==> src/rtl/gvis_pkg.sv <==
// Types, constants and fixed-point helpers of the variance and square root block.
package gvis_pkg;

    localparam int ITER_W  = 4;
    localparam int MUL_W   = 33;
    localparam int PROD_W  = 2 * MUL_W;
    localparam int NUM_W   = 68;
    localparam int DIVD_W  = 64;
    localparam int DIVS_W  = 33;
    localparam int Q_W     = 32;

    localparam logic [ITER_W-1:0] ITER_RESET = 4'd6;

    localparam logic signed [NUM_W-1:0] ONE_Q   = 68'sd65536;
    localparam logic signed [NUM_W-1:0] TWO_Q   = 68'sd131072;
    localparam logic signed [NUM_W-1:0] THREE_Q = 68'sd196608;
    localparam logic signed [NUM_W-1:0] S32_MAX = 68'sh0_0000_0000_7FFF_FFFF;
    localparam logic signed [NUM_W-1:0] S32_MIN = -68'sh0_0000_0000_8000_0000;
    localparam logic signed [NUM_W-1:0] UNIT    = 68'sd1;

    localparam logic [Q_W-1:0] VAR_SAT       = 32'hFFFF_FFFF;
    localparam logic [Q_W-1:0] VAR_DOMAIN_HI = 32'h0003_0000;

    typedef struct packed {
        logic push;
        logic last;
        logic clear;
        logic rd_sel;
    } acc_ctrl_t;

    function automatic logic signed [31:0] sat32(input logic signed [NUM_W-1:0] x);
        if (x > S32_MAX) begin
            return 32'sh7FFF_FFFF;
        end
        else if (x < S32_MIN) begin
            return 32'sh8000_0000;
        end
        return $signed(x[31:0]);
    endfunction

    // Round half up at bit s, then clamp to the signed 32-bit range.
    function automatic logic signed [31:0] round_sat(input logic signed [PROD_W-1:0] p,
                                                     input int unsigned s);
        logic signed [NUM_W-1:0] q;
        q = NUM_W'(p) + (UNIT <<< (s - 1));
        q = q >>> s;
        return sat32(q);
    endfunction

endpackage

==> src/rtl/gvis_mul.sv <==
// Shared signed multiplier with a registered product.
module gvis_mul
    import gvis_pkg::*;
(
    input  logic                     clk,
    input  logic signed [MUL_W-1:0]  op_a,
    input  logic signed [MUL_W-1:0]  op_b,
    output logic signed [PROD_W-1:0] prod
);

    logic signed [PROD_W-1:0] prod_reg;

    always_ff @(posedge clk) begin
        prod_reg <= op_a * op_b;
    end

    assign prod = prod_reg;

endmodule

==> config.mk <==
export PLATFORM = sky130hd
export DESIGN_NAME = gvis_mul
export DESIGN_NICKNAME = d
export VERILOG_FILES = /design/src/rtl/gvis_pkg.sv /design/src/rtl/gvis_mul.sv
export SDC_FILE = /design/constraint.sdc
export NUM_CORES = 2
export LEC_CHECK = 0
export BUFFER_PORTS_ARGS = -buffer_cell sky130_fd_sc_hd__buf_2
export CORE_UTILIZATION = 45
export CTS_CLUSTER_SIZE = 30
export DETAILED_ROUTE_END_ITERATION = 7
export GPL_TIMING_DRIVEN = 0
export PLACE_DENSITY = 0.67
export SLEW_MARGIN = 20
export SYNTH_ARGS = -nofsm -noshare
export SYNTH_HDL_FRONTEND = slang
export SYNTH_SLANG_ARGS = --single-unit
==> constraint.sdc <==
create_clock -name clk -period 10.6 [get_ports clk]
set_input_delay 1.59 -clock clk [delete_from_list [all_inputs] [get_ports clk]]
set_output_delay 1.59 -clock clk [all_outputs]
set_load 0.02 [all_outputs]
==> run metrics <==
Largest register FFs=66; post-synth top area share=56.3%; Max Cap Viol=0; worst slew pin tran=1.20 ns; # nets final=5910; sequential share of the synthesized area=3.24%; critical path required time=10.91 ns; synth-to-layout area growth=6.14%; total grt overflow=0; Root Buffer=clkbuf_16; HPWL after detailed placement=123000 um; cell with the most instances after synthesis=fa_1; FP Rows=109; Post-CTS Setup Bufs=0; number of global-route vias before repair=32.3k; Hold Startpoint=op_a[0]; FF+latch area=1320 um2; gr usage total=32.6%; final setup fails=0; Post-Synthesis Cells=4338; PnR worst setup slack=0.372 ns; Final Hold Viols=0; Post-Syn Nets=5767; Placement Setup Slack=-0.228 ns; TritonCTS clock tree=done; Setup crit end kind=flip-flop; min Tclk post-route=10.23 ns; wire per inst=25.1 um; Worst Hold Path Cells=2; Hold Path End=prod[0]; Synth cell types=80; RD Place Congestion=1.05; Worst slew margin=19.8%; CTS Sinks=66; CTS buffer count=9; Core Region=89100 um2; Crit Path Max Fanout=17; Min-Delay Path Class=in -> reg; antenna-violating nets left=0; critical path class=in -> reg; CTS Buffer Depth=2; global-route wire length before repair=211000 um; Yosys top cell by area=fa_1; Mean Syn Cell Area=9.39 um2; drt first pass iters=5; fin. max-slew vios=0; routed via count=30.6k; Die Ht=303 um; Vias/cell=5.40; Post-synth top flop=dfxtp_1; total die area=91700 um2; initial antenna violation count=23; most frequent cells after synthesis=fa_1 (1145), inv_1 (1131), and2_1 (562); H-tree Lvls=3; unrepaired setup endpoints after global routing=false; Synth Register Bits=66; Initial Util=45.7%; DRC=0; Area contributors post-synth=fa_1 (56%), inv_1 (10%), and2_1 (8.6%); EDFF count, synth=0; # IOs=133; footprint of the multi-input gates=34300 um2; pin count of the biggest net entering global routing=27; DRT Wirelength=142000 um; ys async rst share=0%; utilization after layout=48.5%; final worst-path cycle share=96.5%; fraction of layout cells with a size suffix above 1=4.48%; crit path DAT=10.54 ns; status=completed; I/O Buffers=132; Post-Syn Area=40700 um2; Max Fclk=97.8 MHz; Filler Cells Inserted=8618; synth warn=0; CP startpoint kind=input pin; Die Width=303 um; drt first-iter violations=2647; clock-pin slew on the worst setup and hold paths=0.07 ns
## metal layers
layer | up-vias | part of all wire [%] | global-route usage [%]
met2 | 1551 | 46 | 51.2
li1 | 12700 | - | -
met1 | 16000 | 38 | 42.2
met5 | - | 0.059 | 0
met3 | 385 | 9.9 | 6.70
met4 | 12 | 6.6 | 18.5
## kinds of logic after synthesis
logic type                 after synthesis  synth area share [%]
AOI/OAI and AO/OA                      219                  4.07
adders and majority gates             1362                  62.9
buffers and inverters                 1352                  12.5
xor gates and xnor gates                68                  1.46
and+or+nand+nor                       1271                  15.8
DFF                                     66                  3.24
## layout make-up
| type | count | area share [%] |
|---|---|---|
| inverter | 1131 | 9.82 |
| timing repair buffer | 132 | 1.53 |
| clock inverter | 5 | 0.197 |
| multi-input combinational | 2920 | 79.4 |
| tap | 1165 | 3.37 |
| sequential | 66 | 3.06 |
| buffer | 221 | 1.97 |
| antenna | 15 | 0.0868 |
| clock buffer | 11 | 0.585 |
## placed cells by master (no fill, tap or decap), drive strengths merged, types with 3 or more instances in the layout
cell type | netlist | final
o21a | 6 | 6
inv | 1131 | 1132
dfxtp | 66 | 66
xor2 | 25 | 25
nor4 | 3 | 3
buf | 13 | 145
nand2b | 12 | 12
a21o | 38 | 38
o211ai | 5 | 5
nand4 | 12 | 12
clkbuf | 208 | 219
a211o | 6 | 6
diode | 0 | 15
or3 | 3 | 3
a221oi | 3 | 3
o21bai | 11 | 11
nor2 | 68 | 68
a211oi | 11 | 11
a31oi | 9 | 9
nor2b | 5 | 5
nor3 | 7 | 7
and3 | 6 | 6
o21ai | 33 | 33
or2 | 3 | 3
xnor2 | 43 | 43
and2 | 563 | 563
nand2 | 551 | 551
a21boi | 3 | 3
fa | 1145 | 1145
a21oi | 61 | 61
ha | 217 | 217
nand3 | 26 | 26
o31ai | 7 | 7
and4 | 5 | 5
## worst max-delay path, stage by stage
cell and delay (ns):
buf_2 0.27, clkbuf_1 0.71, and2_1 0.33, fa_1 0.54, fa_1 0.64, fa_2 0.60, fa_2 0.99, fa_1 0.56
fa_1 0.50, fa_1 0.51, inv_1 0.05, fa_1 0.53, inv_1 0.06, ha_1 0.26, clkbuf_1 0.31, and3_1 0.22
nand3_1 0.17, nand2b_1 0.33, a2111oi_4 0.38, a211oi_4 0.14, a21oi_2 0.36, nor4b_2 0.09, a311oi_1 0.33
## per-stage QoR
stage	area [um2]	hold slack [ns]	setup TNS [ns]	std cells
2_1_floorplan	40700	1.72	0	4338
3_3_place_gp	42900	2.01	-5.40	5635
3_5_place_dp	42900	2.00	-0.506	5635
4_1_cts	43200	1.58	0	5651
5_1_grt	43200	1.61	0	5655
6_report	43200	1.63	0	5666
## worst max path at each step
stage                     startpoint       end  slack, ns
final                       op_a[32]  prod[58]       0.37
after global routing        op_a[32]  prod[58]       0.08
after CTS                   op_a[32]  prod[58]       0.20
after detailed placement    op_a[32]  prod[58]      -0.23
after global placement      op_a[32]  prod[58]      -0.68
after floorplan             op_a[32]  prod[62]       1.77
## what timing repair did
item                                    4_1_cts  5_1_grt
hold buffers                                  0        0
resized for setup                             0        6
endpoints found under the setup margin        0        1
Power is not shown: default switching activity piles up to over one toggle a cycle in this logic, so the estimate is an artifact.
