File: config.mk
export PLATFORM = sky130hd
export DESIGN_NAME = gvis_accum
export DESIGN_NICKNAME = d
export VERILOG_FILES = /design/src/rtl/gvis_pkg.sv /design/src/rtl/gvis_accum.sv
export SDC_FILE = /design/constraint.sdc
export NUM_CORES = 1
export LEC_CHECK = 0
export ABC_AREA = 1
export ABC_CLOCK_PERIOD_IN_PS = 2260
export BUFFER_PORTS_ARGS = -buffer_cell sky130_fd_sc_hd__buf_2
export CORE_UTILIZATION = 64
export DETAILED_ROUTE_END_ITERATION = 8
export PLACE_DENSITY_LB_ADDON = 0.1
export SYNTH_ARGS = -nofsm -noshare
export SYNTH_HDL_FRONTEND = slang
export SYNTH_SLANG_ARGS = --single-unit
File: constraint.sdc
create_clock -name clk -period 2.26 [get_ports clk]
set_input_delay 0.226 -clock clk [delete_from_list [all_inputs] [get_ports clk]]
set_output_delay 0.226 -clock clk [all_outputs]
set_load 0.02 [all_outputs]
File: src/rtl/gvis_pkg.sv
// Types, constants and fixed-point helpers of the variance and square root block.
package gvis_pkg;

    localparam int ITER_W  = 4;
    localparam int MUL_W   = 33;
    localparam int PROD_W  = 2 * MUL_W;
    localparam int NUM_W   = 68;
    localparam int DIVD_W  = 64;
    localparam int DIVS_W  = 33;
    localparam int Q_W     = 32;

    localparam logic [ITER_W-1:0] ITER_RESET = 4'd6;

    localparam logic signed [NUM_W-1:0] ONE_Q   = 68'sd65536;
    localparam logic signed [NUM_W-1:0] TWO_Q   = 68'sd131072;
    localparam logic signed [NUM_W-1:0] THREE_Q = 68'sd196608;
    localparam logic signed [NUM_W-1:0] S32_MAX = 68'sh0_0000_0000_7FFF_FFFF;
    localparam logic signed [NUM_W-1:0] S32_MIN = -68'sh0_0000_0000_8000_0000;
    localparam logic signed [NUM_W-1:0] UNIT    = 68'sd1;

    localparam logic [Q_W-1:0] VAR_SAT       = 32'hFFFF_FFFF;
    localparam logic [Q_W-1:0] VAR_DOMAIN_HI = 32'h0003_0000;

    typedef struct packed {
        logic push;
        logic last;
        logic clear;
        logic rd_sel;
    } acc_ctrl_t;

    function automatic logic signed [31:0] sat32(input logic signed [NUM_W-1:0] x);
        if (x > S32_MAX) begin
            return 32'sh7FFF_FFFF;
        end
        else if (x < S32_MIN) begin
            return 32'sh8000_0000;
        end
        return $signed(x[31:0]);
    endfunction

    // Round half up at bit s, then clamp to the signed 32-bit range.
    function automatic logic signed [31:0] round_sat(input logic signed [PROD_W-1:0] p,
                                                     input int unsigned s);
        logic signed [NUM_W-1:0] q;
        q = NUM_W'(p) + (UNIT <<< (s - 1));
        q = q >>> s;
        return sat32(q);
    endfunction

endpackage

File: src/rtl/gvis_accum.sv
// Per-component sums, sum of squares and vector count of the current set.
module gvis_accum
    import gvis_pkg::*;
#(
    parameter int MAX_VECTORS = 256,
    parameter int DIMENSION   = 1
)
(
    input  logic                                                   clk,
    input  logic                                                   rst_n,
    input  acc_ctrl_t                                              ctrl,
    input  logic signed [15:0]                                     sample,
    input  logic [((DIMENSION > 1) ? $clog2(DIMENSION) : 1)-1:0]   rd_idx,
    output logic signed [17+$clog2(MAX_VECTORS)-1:0]               rd_sum,
    output logic [31+$clog2(MAX_VECTORS)+$clog2(DIMENSION)-1:0]    sum_sq,
    output logic [$clog2(MAX_VECTORS+1)-1:0]                       vec_count,
    output logic                                                   overflow
);

    localparam int IDX_W = (DIMENSION > 1) ? $clog2(DIMENSION) : 1;
    localparam int SUM_W = 17 + $clog2(MAX_VECTORS);
    localparam int SQ_W  = 31 + $clog2(MAX_VECTORS) + $clog2(DIMENSION);
    localparam int CNT_W = $clog2(MAX_VECTORS + 1);

    logic signed [SUM_W-1:0] sums_reg [DIMENSION];
    logic [SQ_W-1:0]         sq_reg;
    logic [CNT_W-1:0]        count_reg;
    logic [IDX_W-1:0]        idx_reg;
    logic                    ovf_reg;

    logic [IDX_W-1:0]        rd_addr;
    logic signed [SUM_W-1:0] cur_sum;
    logic signed [31:0]      sq_prod;
    logic                    accept;
    logic                    end_vec;

    assign rd_addr = ctrl.rd_sel ? rd_idx : idx_reg;
    assign cur_sum = sums_reg[rd_addr];
    assign sq_prod = sample * sample;
    assign accept  = count_reg < CNT_W'(MAX_VECTORS);
    assign end_vec = ctrl.last || (idx_reg == IDX_W'(DIMENSION - 1));

    always_ff @(posedge clk or negedge rst_n) begin
        if (!rst_n) begin
            for (int d = 0; d < DIMENSION; d++) begin
                sums_reg[d] <= '0;
            end
            sq_reg    <= '0;
            count_reg <= '0;
            idx_reg   <= '0;
            ovf_reg   <= 1'b0;
        end
        else if (ctrl.clear) begin
            for (int d = 0; d < DIMENSION; d++) begin
                sums_reg[d] <= '0;
            end
            sq_reg    <= '0;
            count_reg <= '0;
            idx_reg   <= '0;
            ovf_reg   <= 1'b0;
        end
        else if (ctrl.push) begin
            if (accept) begin
                sums_reg[idx_reg] <= cur_sum + SUM_W'(sample);
                sq_reg            <= sq_reg + SQ_W'(sq_prod[30:0]);
            end
            if (end_vec) begin
                idx_reg <= '0;
                if (accept) begin
                    count_reg <= count_reg + CNT_W'(1);
                end
                else begin
                    ovf_reg <= 1'b1;
                end
            end
            else begin
                idx_reg <= idx_reg + IDX_W'(1);
            end
        end
    end

    assign rd_sum    = cur_sum;
    assign sum_sq    = sq_reg;
    assign vec_count = count_reg;
    assign overflow  = ovf_reg;

endmodule

==> reports/metrics.yaml, run 1 <==
synth_edf_count: 0
ys.flop_type: "dfrtp_1"
haltStage: "global routing (5_1_grt)"
io_buffers: 94
pin_count: 97
synth_cell_types: 50
postSynthAreaPerCell_um2: 7.26
place_congestion: 0.980
postSynthCellCount: 2190
die-height_um: 160
worst_endpoint_kind: "register data pin"
clockBufferDepth: 2
grt_max_degree: 36
post-place-ws_ns: -4.72
crit_endpoint: "sum_sq[36]$_DFFE_PN0P_/D"
netlist_area_um2: 15900
cts_made_buffers: 9
yosys_warnings: 0
grt.total_usage: 0.914
cts-root-buf: "clkbuf_16"
synth-seq-cells: 75
htreeDepth: 3
seq_area_frac_synth: 0.118
grt_overflow: 631
die_w_um: 160
error_line: "[ERROR GRT-0232] Routing congestion too high. Check the congestion heatmap in the GUI."
syn_nets: 2589
dp_hpwl_um: 43300
async_flop_share: 1.00
start_util: 0.654
place_area_um2: 19800
cts.sinks: 75
rows: 57
run_status: "aborted with a tool error"
## cells in the mapped netlist (3+ instances only)
library cell	count	share of area
ha_1	148	0.12
nand3_2	4	0.0025
nor2_2	8	0.0031
clkbuf_1	34	0.0080
buf_1	4	0.00094
nand3_1	85	0.027
a22o_1	4	0.0022
xor2_1	23	0.013
nor2_1	120	0.028
o211ai_1	5	0.0024
nand4_1	18	0.0071
fa_1	228	0.29
nand2_2	12	0.0047
nor3_1	17	0.0053
a31o_2	3	0.0017
nand3b_1	9	0.0042
a21o_1	10	0.0047
dfrtp_1	75	0.12
buf_2	3	0.00094
xnor2_1	27	0.015
nor4_1	3	0.0012
and2_1	5	0.0020
or2_2	6	0.0024
inv_1	532	0.13
o21ai_1	4	0.0013
o21bai_1	13	0.0061
nand2_1	573	0.14
o21ai_0	66	0.021
o31ai_1	4	0.0019
inv_2	7	0.0017
a21oi_1	116	0.036
## per-stage QoR
stage,TNS [ns],utilization,std cells
after CTS,-120.75,0.903,2907
after global placement,-139.82,0.816,2860
after detailed placement,-145.24,0.816,2860
after floorplan,-111.75,-,2190
## repair_timing
action / 4_1_cts
setup endpoints to repair: 35
endpoints found under the hold margin: 33
hold buffers: 1
buffers inserted: 32
pin swaps: 184
gates resized for setup: 375
cloned: 1
## metal layers
| metal | GRT usage | overflow |
|---|---|---|
| met4 | 0.977 | 190 |
| met3 | 0.780 | 15 |
| met1 | 0.885 | 11 |
| met2 | 1.05 | 411 |
| met5 | 0.610 | 4 |
## cells by family after synthesis
logic type	count (synthesis)	share of synthesized area
AOI/OAI and AO/OA	235	0.0826
and+or+nand+nor	871	0.230
adders and majority gates	376	0.403
buffers and inverters	583	0.138
DFF	75	0.118
xor gates and xnor gates	50	0.0275
==> run 2: changes to the inputs <==
--- a/config.mk
+++ b/config.mk
@@ -8,9 +8,9 @@
 export ABC_AREA = 1
 export ABC_CLOCK_PERIOD_IN_PS = 2260
 export BUFFER_PORTS_ARGS = -buffer_cell sky130_fd_sc_hd__buf_2
-export CORE_UTILIZATION = 64
+export CORE_UTILIZATION = 40
 export DETAILED_ROUTE_END_ITERATION = 8
-export PLACE_DENSITY_LB_ADDON = 0.1
+export PLACE_DENSITY_LB_ADDON = 0.15
 export SYNTH_ARGS = -nofsm -noshare
 export SYNTH_HDL_FRONTEND = slang
 export SYNTH_SLANG_ARGS = --single-unit
==> reports/metrics.yaml, run 2 <==
maxCapViolations: 0
worstSetupStartpointType: "input pin"
postSynthCellCount: 2190
async_flop_share: 1.00
seq_area_frac_synth: 0.118
grt_pass1_wl_um: 81700
postSynthAreaPerCell_um2: 7.26
synth_compound_area_frac: 0.0826
yosys.area.top_type_share: 0.287
ant_nets: 0
r2r-end: "sums_reg[24]$_DFFE_PN0P_"
critical_path_required_ns: 2.52
max_freq_ghz: 0.164
dpl.cell_count: 3053
wl_met1_um: 22000
synthAdderAreaFrac: 0.403
holdPathEnd: "idx_reg$_DFFE_PN0N_"
vias_per_cell: 4.90
highest_layer: "met4"
arrival_ns: 6.38
core_um2: 38900
ys.flop_type: "dfrtp_1"
hold_path.class: "input pin to register"
wl_met2_um: 25800
relSlewSlack: 0.695
largest_reg_flops: 39
final_hold_viol_count: 0
cp.depth: 32
antenna_cells: 0
synth-xor-area-share: 0.0275
ys_top_cells_by_count: "nand2_1, inv_1, fa_1"
synth-seq-cells: 75
cp_max_fo: 10
routed_wl_um: 50500
place_congestion: 0.923
post-route-util: 0.603
antenna_found_initial: 0
post-route-period-util: 2.70
skew_ns: 0.0139
netlist_area_um2: 15900
cts-root-buf: "clkbuf_16"
start_util: 0.409
firstDrtPassIters: 5
num-fill-cells: 3476
synth_edf_count: 0
wire_per_inst_um: 16.2
cts_tree: "done"
reg2reg_from: "sums_reg[0]$_DFFE_PN0P_"
synthMuxAreaShare: 0
vias: 15326
worst-r2r-cell-count: 12
yosysMostFrequentCell: "nand2_1"
cts.sinks: 75
pin_count: 97
grt.total_usage: 0.253
die-height_um: 201
yosys_warnings: 0
slew_viol_final: 0
run_status: "finished with violations"
synthTopCellsByArea: "fa_1, nand2_1, inv_1, dfrtp_1, ha_1"
period_minus_slack_ns: 6.11
hold_path_startpoint: "ctrl[3]"
drtIter0Drc: 610
routed-wl-met3_um: 1940
synth_cell_types: 50
layout_common_cells: "inv_1, nand2_1, buf_4"
dp_hpwl_um: 40600
synth-simple-area-share: 0.230
crit_type: "input pin to register"
setup_ws_ns: -3.85
final_common_cell: "inv_1"
nNetsFinal: 3001
drc_errors: 0
crit_family: "adder cells"
layout.cells.non_filler: 3125
setup_viol: 35
rsz0062_at_grt: "true"
max_stage_delay_ns: 0.56
setup.worst_path.end_class: "register"
clockBufferDepth: 2
grt_max_degree: 31
ff2ff_setup_slack_ns: 0.19
grt_overflow: 0
cts.clk_slew.worst_paths_ns: 0.07
clk_latency_ns: 0.38
syn_nets: 2589
die_w_um: 201
area_growth_pct: 47.6
cts_made_buffers: 9
die-area_um2: 40600
tightest_slew_ns: 0.458
rows: 72
slowest_stage: "fa_2"
critPathBufInv: 7
violations: "negative setup slack"
grt_pass1_vias: 16077
yosysTopAreaCell: "fa_1"
synth_top_family_by_area: "adder cells"
holdPathStages: 2
htreeDepth: 3
layout-drive-gt1-share: 0.409
io_buffers: 94
setup-tns-final_ns: -117.40
## run 2: cell counts after synthesis
Identical to the previous run, type by type.
## run 2: per-layer routing
metal	track usage	vias to the layer above
li1	-	7459
met1	0.334	7550
met2	0.446	265
met3	0.0254	52
met4	0.0557	0
met5	0	-
## run 2: logic make-up (layout without fill, tap and decap cells)
logic type	Yosys count	count (layout)
buf+inv	583	1000
fa+ha+maj	376	376
simple gates	871	871
flops	75	75
xor+xnor	50	50
compound gates	235	235
## run 2: how the worst max path moves through the flow
stage	from	end	slack [ns]
floorplan	sample[15]	sum_sq[36]$_DFFE_PN0P_	-3.74
global placement	sample[8]	sum_sq[33]$_DFFE_PN0P_	-4.59
detailed placement	sample[8]	sum_sq[37]$_DFFE_PN0P_	-4.56
CTS	sample[2]	sum_sq[37]$_DFFE_PN0P_	-3.77
global route	sample[2]	sum_sq[38]$_DFFE_PN0P_	-4.13
finish	sample[3]	sum_sq[37]$_DFFE_PN0P_	-3.85
## run 2: per-stage QoR
| stage | setup WS, ns | instance area, um2 | hold slack (ns) |
|---|---|---|---|
| after CTS | -3.77 | 22000 | 0.0265 |
| after floorplan | -3.74 | 17300 | -0.0696 |
| after global routing | -4.13 | 23500 | 0.0483 |
| after detailed placement | -4.56 | 20100 | 0.194 |
| final | -3.85 | 23500 | 0.0453 |
| after global placement | -4.59 | 20100 | 0.197 |
## run 2: cell type report
class	count	area, um2	area share
Sequential cell	75	1880	0.0799
Inverter	541	2080	0.0886
Tap cell	518	648	0.0276
Multi-Input combinational cell	1532	14900	0.634
Clock buffer	9	225	0.00959
Timing Repair Buffer	443	3640	0.155
Clock inverter	7	130	0.00554
## run 2: what timing repair did
action / 4_1_cts / 5_1_grt
pin swaps: 134 / 167
hold buffers: 1 / 0
endpoints found under the hold margin: 28 / 0
setup endpoints to repair: 35 / 36
gates cloned: 3 / 0
buffers inserted: 25 / 32
resized for setup: 307 / 339
Power of run 2 is not shown: default switching activity piles up to over one toggle a cycle in this logic, so the estimate is an artifact.
