==> src/rtl/gvis_pkg.sv <==
// Types, constants and fixed-point helpers of the variance and square root block.
package gvis_pkg;

    localparam int ITER_W  = 4;
    localparam int MUL_W   = 33;
    localparam int PROD_W  = 2 * MUL_W;
    localparam int NUM_W   = 68;
    localparam int DIVD_W  = 64;
    localparam int DIVS_W  = 33;
    localparam int Q_W     = 32;

    localparam logic [ITER_W-1:0] ITER_RESET = 4'd6;

    localparam logic signed [NUM_W-1:0] ONE_Q   = 68'sd65536;
    localparam logic signed [NUM_W-1:0] TWO_Q   = 68'sd131072;
    localparam logic signed [NUM_W-1:0] THREE_Q = 68'sd196608;
    localparam logic signed [NUM_W-1:0] S32_MAX = 68'sh0_0000_0000_7FFF_FFFF;
    localparam logic signed [NUM_W-1:0] S32_MIN = -68'sh0_0000_0000_8000_0000;
    localparam logic signed [NUM_W-1:0] UNIT    = 68'sd1;

    localparam logic [Q_W-1:0] VAR_SAT       = 32'hFFFF_FFFF;
    localparam logic [Q_W-1:0] VAR_DOMAIN_HI = 32'h0003_0000;

    typedef struct packed {
        logic push;
        logic last;
        logic clear;
        logic rd_sel;
    } acc_ctrl_t;

    function automatic logic signed [31:0] sat32(input logic signed [NUM_W-1:0] x);
        if (x > S32_MAX) begin
            return 32'sh7FFF_FFFF;
        end
        else if (x < S32_MIN) begin
            return 32'sh8000_0000;
        end
        return $signed(x[31:0]);
    endfunction

    // Round half up at bit s, then clamp to the signed 32-bit range.
    function automatic logic signed [31:0] round_sat(input logic signed [PROD_W-1:0] p,
                                                     input int unsigned s);
        logic signed [NUM_W-1:0] q;
        q = NUM_W'(p) + (UNIT <<< (s - 1));
        q = q >>> s;
        return sat32(q);
    endfunction

endpackage

==> src/rtl/gvis_div.sv <==
// Restoring divider, one quotient bit per cycle; dividend high half must be below divisor.
module gvis_div
    import gvis_pkg::*;
(
    input  logic              clk,
    input  logic              rst_n,
    input  logic              start,
    input  logic [DIVD_W-1:0] dividend,
    input  logic [DIVS_W-1:0] divisor,
    output logic              done,
    output logic [Q_W-1:0]    quotient
);

    localparam int CNT_W = $clog2(Q_W + 1);

    logic [CNT_W-1:0]  cnt_reg;
    logic              done_reg;
    logic [DIVS_W-1:0] rem_reg;
    logic [Q_W-1:0]    shf_reg;

    logic [DIVS_W:0]   trial;
    logic [DIVS_W+1:0] diff;
    logic              qbit;
    logic [DIVS_W-1:0] rem_next;

    assign trial    = {rem_reg, shf_reg[Q_W-1]};
    assign diff     = {1'b0, trial} - {2'b00, divisor};
    assign qbit     = ~diff[DIVS_W+1];
    assign rem_next = qbit ? diff[DIVS_W-1:0] : trial[DIVS_W-1:0];

    always_ff @(posedge clk or negedge rst_n) begin
        if (!rst_n) begin
            cnt_reg  <= '0;
            done_reg <= 1'b0;
        end
        else begin
            done_reg <= (cnt_reg == CNT_W'(1));
            if (start) begin
                cnt_reg <= CNT_W'(Q_W);
            end
            else if (cnt_reg != '0) begin
                cnt_reg <= cnt_reg - CNT_W'(1);
            end
        end
    end

    always_ff @(posedge clk) begin
        if (start) begin
            rem_reg <= DIVS_W'(dividend[DIVD_W-1:Q_W]);
            shf_reg <= dividend[Q_W-1:0];
        end
        else if (cnt_reg != '0) begin
            rem_reg <= rem_next;
            shf_reg <= {shf_reg[Q_W-2:0], qbit};
        end
    end

    assign done     = done_reg;
    assign quotient = shf_reg;

endmodule

==> config.mk <==
export PLATFORM = sky130hd
export DESIGN_NAME = gvis_div
export DESIGN_NICKNAME = d
export VERILOG_FILES = /design/src/rtl/gvis_pkg.sv /design/src/rtl/gvis_div.sv
export SDC_FILE = /design/constraint.sdc
export NUM_CORES = 1
export LEC_CHECK = 0
export ABC_AREA = 1
export BUFFER_PORTS_ARGS = -buffer_cell sky130_fd_sc_hd__buf_2
export CORE_MARGIN = 5
export CORE_UTILIZATION = 27
export CTS_BUF_LIST = sky130_fd_sc_hd__clkbuf_4 sky130_fd_sc_hd__clkbuf_8
export DETAILED_ROUTE_END_ITERATION = 6
export PLACE_DENSITY = 0.55
export SYNTH_ARGS = -nofsm -noshare
export SYNTH_HDL_FRONTEND = slang
export SYNTH_SLANG_ARGS = --single-unit
==> constraint.sdc <==
create_clock -name clk -period 2.5 [get_ports clk]
set_clock_uncertainty 0.1 [all_clocks]
set_input_delay 0.5 -clock clk [delete_from_list [all_inputs] [get_ports clk]]
set_output_delay 0.5 -clock clk [all_outputs]
set_load 0.05 [all_outputs]
==> flow_summary.toml, run 1 <==
[logic_synthesis]
ys_warn_count = 0
ys_seq_area_share_pct = 34.3
synth-xor-area-share_pct = 2.56
synth_area_leaders = "edfxtp_1 31%, nand2_1 25%, inv_1 9.5%"
synth_compound_area_share_pct = 5.40
synth_top_area_share_pct = 31.2
synth_cell_type_count = 38
syn_inst = 935
syn_area_sq_mm = 0.00616
ys_ff_latch = 72
synth.area.mux_share_pct = 0
syn_area_per_cell_sq_um = 6.59
yosys.area.top_type = "edfxtp_1"
synth-simple-area-share_pct = 38.6
synth_nets = 1071
synthAdderAreaFrac_pct = 7.43
synth_top_family_by_area = "simple AND/OR/NAND/NOR gates"

[routing]
wl_mm = 20.3
wl_met3_mm = 1.20
wl_met1_mm = 9.42
drtAntennaViolNets = 0
met2_length_mm = 9.34
highest_layer = "met5"
drc = 0
vias = 6426
drtPass1Iterations = 5
wl_per_cell_um = 14.0
viasPerCell = 4.44
drtIter0Drc = 289

[timing]
drv_slew = 0
rsz0062_at_grt = "true"
max_freq_mhz = 419
finalSetupTns_ps = 0
min_period_over_period_pct = 95.5
post-route-min-period_ps = 2390
hold_viol = 0
setup_viol = 0
worstMarginPinSlew_ps = 694
max_slew_margin_pct = 53.7

[floorplan]
core_sq_mm = 0.0226
fp.dieArea_sq_mm = 0.0259
ioPinCount = 133
dieWidth_um = 161
die_h_um = 161
std_cell_rows = 55
initial_core_util_pct = 27.3

[run_status]
status = "completed"

[hold_path]
hold_class = "input port to flip-flop"

[final_layout]
num-fill-cells = 2454
nets = 1293
largest_reg_flops = 33
final_common_cell = "nand2_1"
drive_gt1_share_pct = 27.3
final_cell_mix = "396 x nand2_1, 152 x inv_1, 132 x buf_2"
finalInstanceArea_sq_mm = 0.00831
n_antenna_cell = 0
regArea_sq_mm = 0.00212
syn_to_final_growth_pct = 34.8
multiInputGateArea_sq_mm = 0.00357

[critical_path]
cp-start-kind = "flip-flop"
path_class = "flip-flop to flip-flop"
rrSetupSlack_ps = 110
endpoint_kind = "flip-flop"
critPathArrivalTime_ps = 2420
cp_data_required_time_ps = 2540
crit_fanout = 7

[global_route]
grt_pass1_vias = 6356
gr-total-overflow = 0
track_usage_pct = 15.5
grt_antenna_before_repair = 2
grt_start_max_net_pins = 67
grt_first_pass_wirelength_mm = 32.2

[placed_design]
dp_hpwl_mm = 16.2
dpl_cell_area_sq_mm = 0.00784
routabilityCongestion = 0.890
placement.io_buffers = 132

[pwr]
p_leak_nw = 4.56
ir_drop_uv = 419
p_per_area_mw_per_mm2 = 1220

[clocking]
cts_buffer_depth = 2
htreeDepth = 3
cts.sinks = 72
clockRootBuffer = "clkbuf_8"
numCtsBuffers = 9
path_clk_slew_ps = 100
clkLatencyLatePin_ps = 380
cts_tree = "done"

[job]
max-cap-violations = 0
==> worst max-delay path, stage by stage, from the launching register on <==
cell      delay, ps
edfxtp_1        420
ha_1            370
nand2_1         160
nor2_4          150
inv_2            70
nor2_2          170
nor2_4           60
nand2_4         100
nand2_8          60
nand2_8          80
buf_4           150
nand3_1         120
nand3_1          90
nand2_1          50
==> cell type report <==
type | count | share of cell area [%]
Multi-Input combinational cell | 680 | 43.0
Clock inverter | 7 | 1.01
Inverter | 162 | 7.36
Tap cell | 285 | 4.29
Timing Repair Buffer | 232 | 17.4
Sequential cell | 72 | 25.5
Clock buffer | 9 | 1.49
==> power breakdown <==
part | switching, mW | internal [mW] | total (mW)
sequential | 0.315 | 1.87 | 2.19
clock | 0.565 | 0.483 | 1.05
combinational | 3.94 | 2.92 | 6.87
==> Yosys cell counts, drive strengths merged <==
cell type / count
a21o: 2
buf: 10
nand2: 411
xnor2: 13
ha: 35
dfrtp: 7
a21boi: 1
o21bai: 5
o21a: 1
edfxtp: 64
xor2: 5
nand3: 62
o21ai: 18
dfxtp: 1
a21oi: 29
nor2: 72
nand3b: 7
o31ai: 2
nand4: 6
and2: 3
nor3: 7
clkbuf: 11
fa: 1
inv: 162
==> cells by family after synthesis <==
| logic type | after synthesis |
|---|---|
| adder cells (fa/ha/maj) | 36 |
| buffers and inverters | 183 |
| AND/OR/NAND/NOR | 568 |
| flip-flops | 72 |
| XOR/XNOR | 18 |
| AO/OA/AOI/OAI | 58 |
==> path summary, 6_finish.rpt <==
kind | startpoint | end | depth (start not counted)
worst max-delay path | rem_reg[13]$_DFFE_PP_ | rem_reg[23]$_DFFE_PP_ | 13
worst min-delay path | dividend[9] | quotient[9]$_DFFE_PP_ | 3
worst max register to register | rem_reg[13]$_DFFE_PP_ | rem_reg[23]$_DFFE_PP_ | 13
worst min register to register | cnt_reg[1]$_DFFE_PN0P_ | cnt_reg[1]$_DFFE_PN0P_ | 2
max in group asynchronous | rst_n | cnt_reg[5]$_DFFE_PN0P_ | 2
min in group asynchronous | rst_n | cnt_reg[1]$_DFFE_PN0P_ | 2
==> metal layers <==
| metal | GRT usage (%) | vias up |
|---|---|---|
| met1 | 20.6 | 2886 |
| met5 | 0 | - |
| met2 | 25.6 | 169 |
| met4 | 3.72 | 4 |
| li1 | - | 3337 |
| met3 | 3.52 | 30 |
==> timing repair <==
action,in CTS,in global routing
hold endpoints to repair,7,0
resized for setup,0,36
setup buffers,0,3
hold buffers,1,0
endpoints found under the setup margin,0,34
==> through the flow <==
stage | hold slack [ps] | total power [mW] | std cells | setup WS, ps | util (%)
finish | 284 | 10.1 | 1447 | 113 | 36.8
global route | 268 | 11.0 | 1447 | -3.32 | 36.8
CTS | 252 | 9.77 | 1444 | 49.5 | 35.7
detailed placement | 248 | 8.67 | 1427 | -150 | 34.7
global placement | 246 | 8.68 | 1427 | -177 | 34.7
floorplan | 104 | 6.29 | 935 | 4.15 | -
No activity file was read; power rests on OpenSTA's default activity.
==> inputs of run 2 (changes only) <==
Settings changed: ABC_AREA 1 to unset, ABC_CLOCK_PERIOD_IN_PS set to 2500, CTS_BUF_LIST sky130_fd_sc_hd__clkbuf_4 sky130_fd_sc_hd__clkbuf_8 to unset, PLACE_DENSITY 0.55 to 0.56.
==> run 2 against run 1 <==
Net effect: the run now ends with negative setup slack left; clock power rose by 22%; combinational power rose by 6.6%; final cell count fell by 27%; utilization rose by 5.6 points; critical path type unchanged.
==> flow_summary.toml, run 2 <==
[hold_path]
hold_class = "input port to flip-flop"

[placed_design]
placement.io_buffers = 132
routabilityCongestion = 0.806
dp_hpwl_mm = 11.9
placed_cells = 1029

[global_route]
grt_first_pass_wirelength_mm = 24.4
track_usage_pct = 13.8
grt_antenna_before_repair = 1
gr-total-overflow = 0
grt_start_max_net_pins = 62
grt_pass1_vias = 4932

[logic_synthesis]
syn_area_sq_mm = 0.00518
yosys.area.top_type = "edfxtp_1"
syn_area_per_cell_sq_um = 9.76
synth_nets = 667
async_flop_share_pct = 9.72
ys_ff_latch = 72
syn_inst = 531
synth_edf_count = 64
synth_top_area_share_pct = 37.1
synth_cell_type_count = 58
yosys.cell_count.top_type = "edfxtp_1"
ys_seq_area_share_pct = 40.9
synth_common_cells = "64 x edfxtp_1, 59 x nand2_1, 47 x inv_1"
synth_area_leaders = "edfxtp_1 37%, ha_1 8.5%, mux2_2 7.4%"
ys_warn_count = 0
synth_flop_cell = "edfxtp_1"

[routing]
drc = 0
viasPerCell = 4.57
drtAntennaViolNets = 0
vias = 4855
wl_per_cell_um = 14.8
drtPass1Iterations = 4
wl_mm = 15.7
drtIter0Drc = 176

[clocking]
path_clk_slew_ps = 70
htreeDepth = 3
numCtsBuffers = 9
cts.sinks = 72
clockRootBuffer = "clkbuf_16"
cts_tree = "done"
clkLatencyLatePin_ps = 350
cts_buffer_depth = 2

[floorplan]
die_h_um = 149
core_sq_mm = 0.0188
ioPinCount = 133
std_cell_rows = 50
dieWidth_um = 149
initial_core_util_pct = 27.5
fp.dieArea_sq_mm = 0.0221

[final_layout]
largest_reg_flops = 33
regArea_sq_mm = 0.00212
final_common_cell = "buf_2"
num-fill-cells = 1876
drive_gt1_share_pct = 49.3
n_antenna_cell = 0
stdcell_count = 1062
syn_to_final_growth_pct = 54.1
nets = 933
final_cell_mix = "132 x buf_2, 127 x buf_4, 64 x edfxtp_1"
multiInputGateArea_sq_mm = 0.00323

[critical_path]
slowest_stage = "edfxtp_1"
cp_data_required_time_ps = 2500
crit_fanout = 5
path_class = "flip-flop to flip-flop"
slowest_delay_ps = 400
endpoint_kind = "flip-flop"
crit_path_frequent_cell = "a21o_1"
crit_buf_inv = 3
cp-start-kind = "flip-flop"
critPathArrivalTime_ps = 2980
cp_top_family = "compound AO/OA/AOI/OAI gates"
path_cells = "ha_1, a21o_1, a21o_1, a21o_1, a31oi_4, nand3_4, buf_4, o21ai_2, buf_6, buf_6, mux2i_1, mux2_2"
rrSetupSlack_ps = -480

[run_status]
violations = "negative setup slack"
status = "finished, violations left"

[timing]
worstMarginPinSlew_ps = 414
min_period_over_period_pct = 119
setup_slack_ps = -483
hold_viol = 0
max_freq_mhz = 335
rsz0062_at_grt = "true"
drv_slew = 0
post-route-min-period_ps = 2980
finalSetupTns_ps = -13770
whs_ps = 345
max_slew_margin_pct = 72.3
setup_viol = 34

[pwr]
p_per_area_mw_per_mm2 = 1360
ir_drop_uv = 477
p_leak_nw = 3.63
finalPower_mw = 10.8

[job]
max-cap-violations = 0
[run 2: cell types whose count changed after synthesis, sizes merged, moves of 8 or more]
cell	before	now
a21o	2	10
a31oi	0	24
and3	0	8
inv	162	47
mux2	0	34
nand2	411	59
nand3	62	11
nor2	72	42
o211ai	0	8
[run 2: metal layers]
metal,share of wire [%],track usage (%),up-vias
met5,0.045,0,-
met4,1.4,4.76,2
met3,3.2,2.19,17
met2,51,23.5,77
met1,45,17.8,2263
li1,-,-,2496
[run 2: cell families (layout without fill, tap and decap cells)]
kind of cell / after synthesis / in the layout / share of synthesized area [%]
flip-flops: 72 / 72 / 40.9
multiplexers: 38 / 38 / 8.16
buffers and inverters: 67 / 338 / 5.17
AO/OA/AOI/OAI: 133 / 133 / 18.3
adder cells (fa/ha/maj): 36 / 36 / 8.84
XOR/XNOR: 24 / 24 / 4.06
AND/OR/NAND/NOR: 161 / 161 / 14.6
[run 2: per-stage QoR]
stage               area, sq um  utilization (%)  worst slack [ps]
finish                     7980             42.4              -483
global placement           7100             37.7              -763
detailed placement         7100             37.7              -807
global route               7980             42.4              -614
CTS                        7600             40.3              -640
floorplan                  5240                -              -722
[run 2: final timing paths]
| check | endpoint | start | cells after the start |
|---|---|---|---|
| worst max-delay path | rem_reg[1]$_DFFE_PP_ | rem_reg[26]$_DFFE_PP_ | 12 |
| max in group asynchronous | cnt_reg[0]$_DFFE_PN0P_ | rst_n | 2 |
| worst max register to register | rem_reg[1]$_DFFE_PP_ | rem_reg[26]$_DFFE_PP_ | 12 |
| worst min register to register | cnt_reg[5]$_DFFE_PN0P_ | cnt_reg[5]$_DFFE_PN0P_ | 1 |
| min in group asynchronous | done$_DFF_PN0_ | rst_n | 2 |
| worst min-delay path | quotient[8]$_DFFE_PP_ | dividend[8] | 2 |
[run 2: report_power, final]
part           internal, mW  leakage, nW  switching [mW]
clock network         0.692        0.135           0.587
registers              1.92        0.769           0.297
logic                  3.64         2.72            3.68
[run 2: cell type report]
cell class,count,share of cell area (%)
Clock inverter,7,0.768
Sequential cell,72,26.5
Tap cell,260,4.07
Multi-Input combinational cell,392,40.4
Inverter,47,2.21
Clock buffer,9,2.82
Timing Repair Buffer,275,23.2
[run 2: repair_timing]
item	CTS	global route
gates cloned	0	1
setup endpoints to repair	34	34
gates resized for setup	28	54
hold endpoints to repair	7	0
hold buffers	1	0
buffers inserted	7	8
pin swaps	19	30
[run 2: worst reg2reg max path, stage by stage, from the launching register on]
cell and delay (ps):
edfxtp_1 400, ha_1 310, a21o_1 200, a21o_1 180, a21o_1 220, a31oi_4 230
nand3_4 130, buf_4 170, o21ai_2 180, buf_6 140, buf_6 140, mux2i_1 80
mux2_2 260
